**config.mk**
```make
export PLATFORM = sky130hd
export DESIGN_NAME = sacl_lookup
export DESIGN_NICKNAME = d
export VERILOG_FILES = /design/src/hw/rtl/sacl_pkg.sv /design/src/hw/rtl/sacl_lookup.sv
export SDC_FILE = /design/constraint.sdc
export NUM_CORES = 1
export LEC_CHECK = 0
export BUFFER_PORTS_ARGS = -buffer_cell sky130_fd_sc_hd__buf_2
export CORE_AREA = 8 8 237 239
export DETAILED_ROUTE_END_ITERATION = 8
export DIE_AREA = 0 0 245 247
export PLACE_DENSITY = 0.52
export SLEW_MARGIN = 5
export SYNTH_ARGS = -nofsm -noshare
export SYNTH_HDL_FRONTEND = slang
export SYNTH_SLANG_ARGS = --single-unit
```
**constraint.sdc**
```tcl
create_clock -name vclk -period 5.8
set_input_delay 0.29 -clock vclk [all_inputs]
set_output_delay 0.29 -clock vclk [all_outputs]
set_load 0.02 [all_outputs]
```
**src/hw/rtl/sacl_pkg.sv**
```systemverilog
// Shared constants and types for the set-associative LRU write-back cache.
// Used by the channel interfaces, the lookup unit, the top level and the checker.
`default_nettype none

package sacl_pkg;

   localparam int ADDR_W        = 32;
   localparam int COUNT_W       = 32;
   localparam int TAG_W         = 32;
   localparam int WAY_OUT_W     = 3;
   localparam int WAY_MAX_W     = 4;
   localparam int INDEX_CFG_W   = 3;
   localparam int OFFSET_CFG_W  = 4;
   localparam int CSR_ADDR_W    = 3;
   localparam int CSR_DATA_W    = 32;
   localparam int CSR_SEL_BIT   = 2;

   localparam logic [INDEX_CFG_W-1:0]  INDEX_BITS_RESET  = 3'd4;
   localparam logic [OFFSET_CFG_W-1:0] OFFSET_BITS_RESET = 4'd3;

   localparam logic REG_INDEX_BITS  = 1'b0;
   localparam logic REG_OFFSET_BITS = 1'b1;

   localparam logic CMD_READ  = 1'b0;
   localparam logic CMD_WRITE = 1'b1;

   typedef struct packed {
      logic                 hit;
      logic                 write_back;
      logic [WAY_MAX_W-1:0] way;
   } lookup_result_type;

endpackage

`default_nettype wire

```
**src/hw/rtl/sacl_lookup.sv**
```systemverilog
// Set lookup: tag compare, victim choice and LRU/valid/dirty update of one set row.
// Purely combinational; depends on sacl_pkg.
`default_nettype none

module sacl_lookup #(
   parameter int NUM_WAYS = 8
) (
   input  wire logic                                                command,
   input  wire logic [sacl_pkg::TAG_W-1:0]                          tag,
   input  wire logic [NUM_WAYS-1:0][sacl_pkg::TAG_W-1:0]            tags_i,
   input  wire logic [NUM_WAYS-1:0]                                 valid_i,
   input  wire logic [NUM_WAYS-1:0]                                 dirty_i,
   input  wire logic [NUM_WAYS-1:0][((NUM_WAYS > 1) ? $clog2(NUM_WAYS) : 1)-1:0] rank_i,
   output      logic [NUM_WAYS-1:0][sacl_pkg::TAG_W-1:0]            tags_o,
   output      logic [NUM_WAYS-1:0]                                 valid_o,
   output      logic [NUM_WAYS-1:0]                                 dirty_o,
   output      logic [NUM_WAYS-1:0][((NUM_WAYS > 1) ? $clog2(NUM_WAYS) : 1)-1:0] rank_o,
   output      sacl_pkg::lookup_result_type                         result
);

   localparam int WAY_W = (NUM_WAYS > 1) ? $clog2(NUM_WAYS) : 1;

   logic             hit;
   logic [WAY_W-1:0] hit_way;
   logic             free_found;
   logic [WAY_W-1:0] free_way;
   logic [WAY_W-1:0] lru_way;
   logic [WAY_W-1:0] way;
   logic [WAY_W-1:0] old_rank;
   logic             is_write;

   always_comb begin
      is_write   = (command == sacl_pkg::CMD_WRITE);
      hit        = 1'b0;
      hit_way    = '0;
      free_found = 1'b0;
      free_way   = '0;
      lru_way    = '0;
      // descending scans leave the lowest matching way
      for (int w = NUM_WAYS - 1; w >= 0; w--) begin
         if (valid_i[w] && (tags_i[w] == tag)) begin
            hit     = 1'b1;
            hit_way = WAY_W'(w);
         end
         if (!valid_i[w]) begin
            free_found = 1'b1;
            free_way   = WAY_W'(w);
         end
      end
      for (int w = 0; w < NUM_WAYS; w++) begin
         if (rank_i[w] == WAY_W'(NUM_WAYS - 1)) begin
            lru_way = WAY_W'(w);
         end
      end

      if (hit) begin
         way = hit_way;
      end else if (free_found) begin
         way = free_way;
      end else begin
         way = lru_way;
      end
      old_rank = rank_i[way];

      tags_o  = tags_i;
      valid_o = valid_i;
      dirty_o = dirty_i;
      for (int j = 0; j < NUM_WAYS; j++) begin
         rank_o[j] = (rank_i[j] < old_rank) ? rank_i[j] + WAY_W'(1) : rank_i[j];
      end
      rank_o[way]  = '0;
      valid_o[way] = 1'b1;
      if (hit) begin
         dirty_o[way] = dirty_i[way] | is_write;
      end else begin
         tags_o[way]  = tag;
         dirty_o[way] = is_write;
      end

      result.hit        = hit;
      result.write_back = !hit && !free_found && dirty_i[lru_way];
      result.way        = sacl_pkg::WAY_MAX_W'(way);
   end

endmodule

`default_nettype wire

```
* Word level (Yosys, flattened, before mapping)
Index checks and enable logic that the tools add are counted.
Word-level totals: register bits after elaboration 0, input bits 329
Operators by class: multiplexer cells 66, reduce and logical (&&, ||, !) cells 13, $add $sub $neg 8, bitwise logic cells 4, equal/unequal tests 15, order comparisons 11
Operators with widths (number):
- bitwise mux 256 bit | 1
- == test 32 bit | 8
- 2-to-1 mux 256 bit | 1
- 2-to-1 mux 3 bit | 34
- demux 32 bit (select 3 bit) | 1
- 2-to-1 mux 32 bit | 1
- adder 3 x 1 -> 3 bit (second input constant) | 8
- bitwise AND 24 bit | 1
- less-than comparator 3 bit | 8
- inverter 24 bit | 1
- == test 3 bit (second input constant) | 7
- 2-to-1 mux 1 bit | 20
- bitwise mux 8 bit | 2
- logical AND 1 bit | 11
- binary-select mux 3 bit (select 3 bit) | 1
- demux 3 bit (select 3 bit) | 1
- less-than comparator 3 x 4 -> 1 bit (second input constant) | 2
- 2-to-1 mux 8 bit | 1
- bitwise OR 8 bit | 1
- binary-select mux 1 bit (select 3 bit) | 2
- demux 1 bit (select 3 bit) | 1
- >= comparator 3 x 1 -> 1 bit (second input constant) | 1
- zero test 1 bit | 2
- bitwise OR 1 bit | 1

* Longest topological paths before layout
depth in word-level cells 17, depth in mapped cells 23, depth with buffers taken out 20

* Worst setup path before layout
No wires, ideal clock.
path kind input -> output, start point input tag[19] (netlist bit), end point output rank_o[15] (netlist bit), slack 0.858 ns, data arrival time 4.652 ns, required time 5.510 ns, buffers on the path 2, stages on the path 16, cell sequence buf_2 > xor2_1 > nor4_1 > nand4_1 > or4_1 > a211oi_1 > o31ai_1 > and3_4 > nor2_4 > buf_6 > mux2_2 > a211oi_1 > ha_1 > a41oi_1 > a21oi_1 > a311oi_1
RTL lines:
- from (decl) | RTL line sacl_lookup.sv:9 | input wire logic [sacl_pkg::TAG_W-1:0] tag,
- to (decl) | RTL line sacl_lookup.sv:17 | output logic [NUM_WAYS-1:0][((NUM_WAYS > 1) ? $clog2(NUM_WAYS) : 1)-1:0] rank_o,

==> run_results.csv <==
group,metric,value,unit
synth,syn_area,9050,µm²
final_layout,num-nets-final,2076,
global_routing,grtUsageMet1,31.9,%
worst_setup_path,critPathCaptureType,"output port",
timing,rsz0062_at_grt,"false",
global_routing,grt_remaining_overflow,0,
floorplan,rows,84,
timing,tightest_slew,1.11,ns
worst_setup_path,path_buf_inv,5,
power_and_ir_drop,ir_worst_vdd,0.0000801,V
final_layout,design_area,13100,µm²
drt,drtPass1Iterations,5,
power_and_ir_drop,p_int,529,µW
final_layout,final_common_cell,"buf_2",
timing,slew_violations,0,
final_layout,regArea,0,µm²
floorplan,start_util,17.3,%
power_and_ir_drop,power.switching,944,µW
drt,wl_per_cell,33.2,µm
worst_setup_path,arrival,5.02,ns
timing,period_minus_slack,5.31,ns
min_path,hold_path_class,"primary input to output port",
drt,ant_nets,0,
synth,synthDistinctLibCells,79,
worst_setup_path,slowest_stage,"or3_1",
synth,synth_top_area_share,32.7,%
synth,synth_cells,1115,
power_and_ir_drop,clock_power_share,0,%
timing,slew_headroom,26.3,%
power_and_ir_drop,finalPower,1470,µW
min_path,holdPathEnd,"tags_o[141]",
synth,synth_area_leader_cell,"mux2_2",
timing,fin_setup_tns,0,ns
clock_tree,cts_resized,0,
synth,synth_nets,1467,
min_path,hold_depth,3,
place,place_area,13100,µm²
drt,vias_per_cell,5.07,
worst_setup_path,required,5.51,ns
status,status,"completed",
timing,fmax,0.188,GHz
clock_tree,cts_setup_buffers,0,
global_routing,grt_util_met2,41.8,%
timing,final-hold-violation-count,0,
global_routing,grt_pass1_vias,12700,
place,dp_hpwl,69200,µm
drt,routed_wl,80100,µm
final_layout,nClkBuffers,0,
power_and_ir_drop,powerDensity,113,nW/µm²
drt,drtIter0Drc,1056,
power_and_ir_drop,p_sw_share,64.1,%
power_and_ir_drop,pwr-share-comb,100.0,%
synth,ys_warn_count,0,
global_routing,globalRouteMet3Util,5.27,%
worst_setup_path,worstSetupStartpointType,"primary input",
worst_setup_path,crit_path_max_incr_delay,0.52,ns
place,placement.io_buffers,630,
run,cap_violations,0,
timing,finalSetupViolCount,0,
global_routing,grt_pass1_wl,106000,µm
global_routing,antenna_found_initial,18,
global_routing,grt_max_degree,34,
min_path,hold_start,"tags_i[141]",
power_and_ir_drop,seqPwrFrac,0,%
worst_setup_path,crit_family,"simple AND/OR/NAND/NOR gates",
worst_setup_path,worstSetupPathType,"primary input to output port",
worst_setup_path,critPathMaxFanout,11,
floorplan,die_w,245,µm
final_layout,syn_to_final_growth,44.6,%
global_routing,grt_busiest_layer,"met2",
floorplan,die_area,60500,µm²
clock_tree,ctsHoldBuffers,0,
final_layout,n_sequential_cell,0,
final_layout,drive_gt1_share,57.9,%
worst_setup_path,path_cells,"buf_2, buf_4, xor2_1, nor4_1, nand4_1, or3_1, nand4_4, nor3_2, and2_1, nor2_4, mux2_2, a211oi_1, buf_4, ha_1, inv_1, a31oi_1, a31oi_1, nand3_1, a21oi_1, buf_2",
global_routing,track_usage,24.7,%
power_and_ir_drop,power_leakage,0.00611,µW
floorplan,die_h,247,µm
final_layout,final_cell_mix,"buf_2 (630), mux2_2 (263), xor2_1 (203)",
timing,finalCritPeriodShare,91.5,%
synth,synth_area_leaders,"mux2_2 (33%), xor2_1 (20%), nor4_1 (5.9%)",
place,place.gp.congestion,0.968,
drt,drc,0,
floorplan,io_pins,631,
synth,yosysSeqAreaShare,0,%
drt,vias,12200,
floorplan,core_area,52200,µm²
synth,synth.avg_cell_area,8.12,µm²
==> how the worst max path moves through the flow <==
stage	depth (start not counted)	endpoint	start
after global routing	22	rank_o[23]	tag[16]
after CTS	20	rank_o[23]	tag[16]
after global placement	20	rank_o[23]	tag[16]
after detailed placement	20	rank_o[23]	tag[16]
after floorplan	16	rank_o[15]	tag[19]
final	20	rank_o[23]	tag[16]
==> kinds of logic (layout without fill, tap and decap cells) <==
logic type / Yosys count / count (layout) / share of synthesized area (%)
other: 1 / 4 / 0.0414
and+or+nand+nor: 335 / 335 / 22.1
buffers and inverters: 120 / 727 / 7.68
AOI/OAI and AO/OA: 100 / 100 / 7.57
xor gates and xnor gates: 254 / 254 / 24.6
muxes: 282 / 282 / 34.9
adders and majority gates: 23 / 23 / 3.18
==> worst min-delay path, delay by kind of cell <==
family | cells | cell delay, ns
buffers and inverters | 2 | 0.24
muxes | 1 | 0.13
==> Yosys cell counts, drive strengths merged, types with 5 or more instances <==
cell / number
xor2: 203
or3: 8
nand2b: 12
mux2i: 17
o31ai: 5
and2: 6
clkbuf: 12
buf: 86
inv: 22
mux2: 265
o211ai: 11
nand2: 66
nand4: 32
or4: 7
o21ai: 20
nor2: 20
or2: 6
nand3: 32
a211oi: 5
nor3: 21
a21oi: 22
nand4b: 10
ha: 23
xnor2: 51
nor4: 92
==> layout make-up <==
cell class	count	area, µm²
Fill cell	5924	39100
Multi-Input combinational cell	995	8360
Timing Repair Buffer	705	3780
Tap cell	688	861
Inverter	22	82.6
Antenna cell	3	7.51
==> metrics by stage <==
stage | instances | hold WS (ns) | utilization, % | setup WS, ns
6_report | 2413 | 0.957 | 25.1 | 0.490
5_1_grt | 2410 | 0.969 | 25.0 | 0.145
4_1_cts | 2410 | 0.959 | 25.0 | 0.416
3_5_place_dp | 2410 | 0.959 | 25.0 | 0.435
3_3_place_gp | 2410 | 0.960 | 25.0 | 0.445
2_1_floorplan | 1115 | 0.722 | - | 0.858
==> per-layer routing <==
metal  part of all wire [%]  wire length, µm
met2                     46            37200
met1                     43            34500
met5                   0.13              108
met4                    2.8             2230
met3                    7.5             6020
==> power by group through the flow <==
stage	sequential, µW	combinational (µW)	clock [µW]
2_1_floorplan	0	815	0
3_3_place_gp	0	1470	0
3_5_place_dp	0	1460	0
4_1_cts	0	1470	0
5_1_grt	0	1550	0
6_report	0	1470	0.0000696
Power figures use the tool's default switching activity.
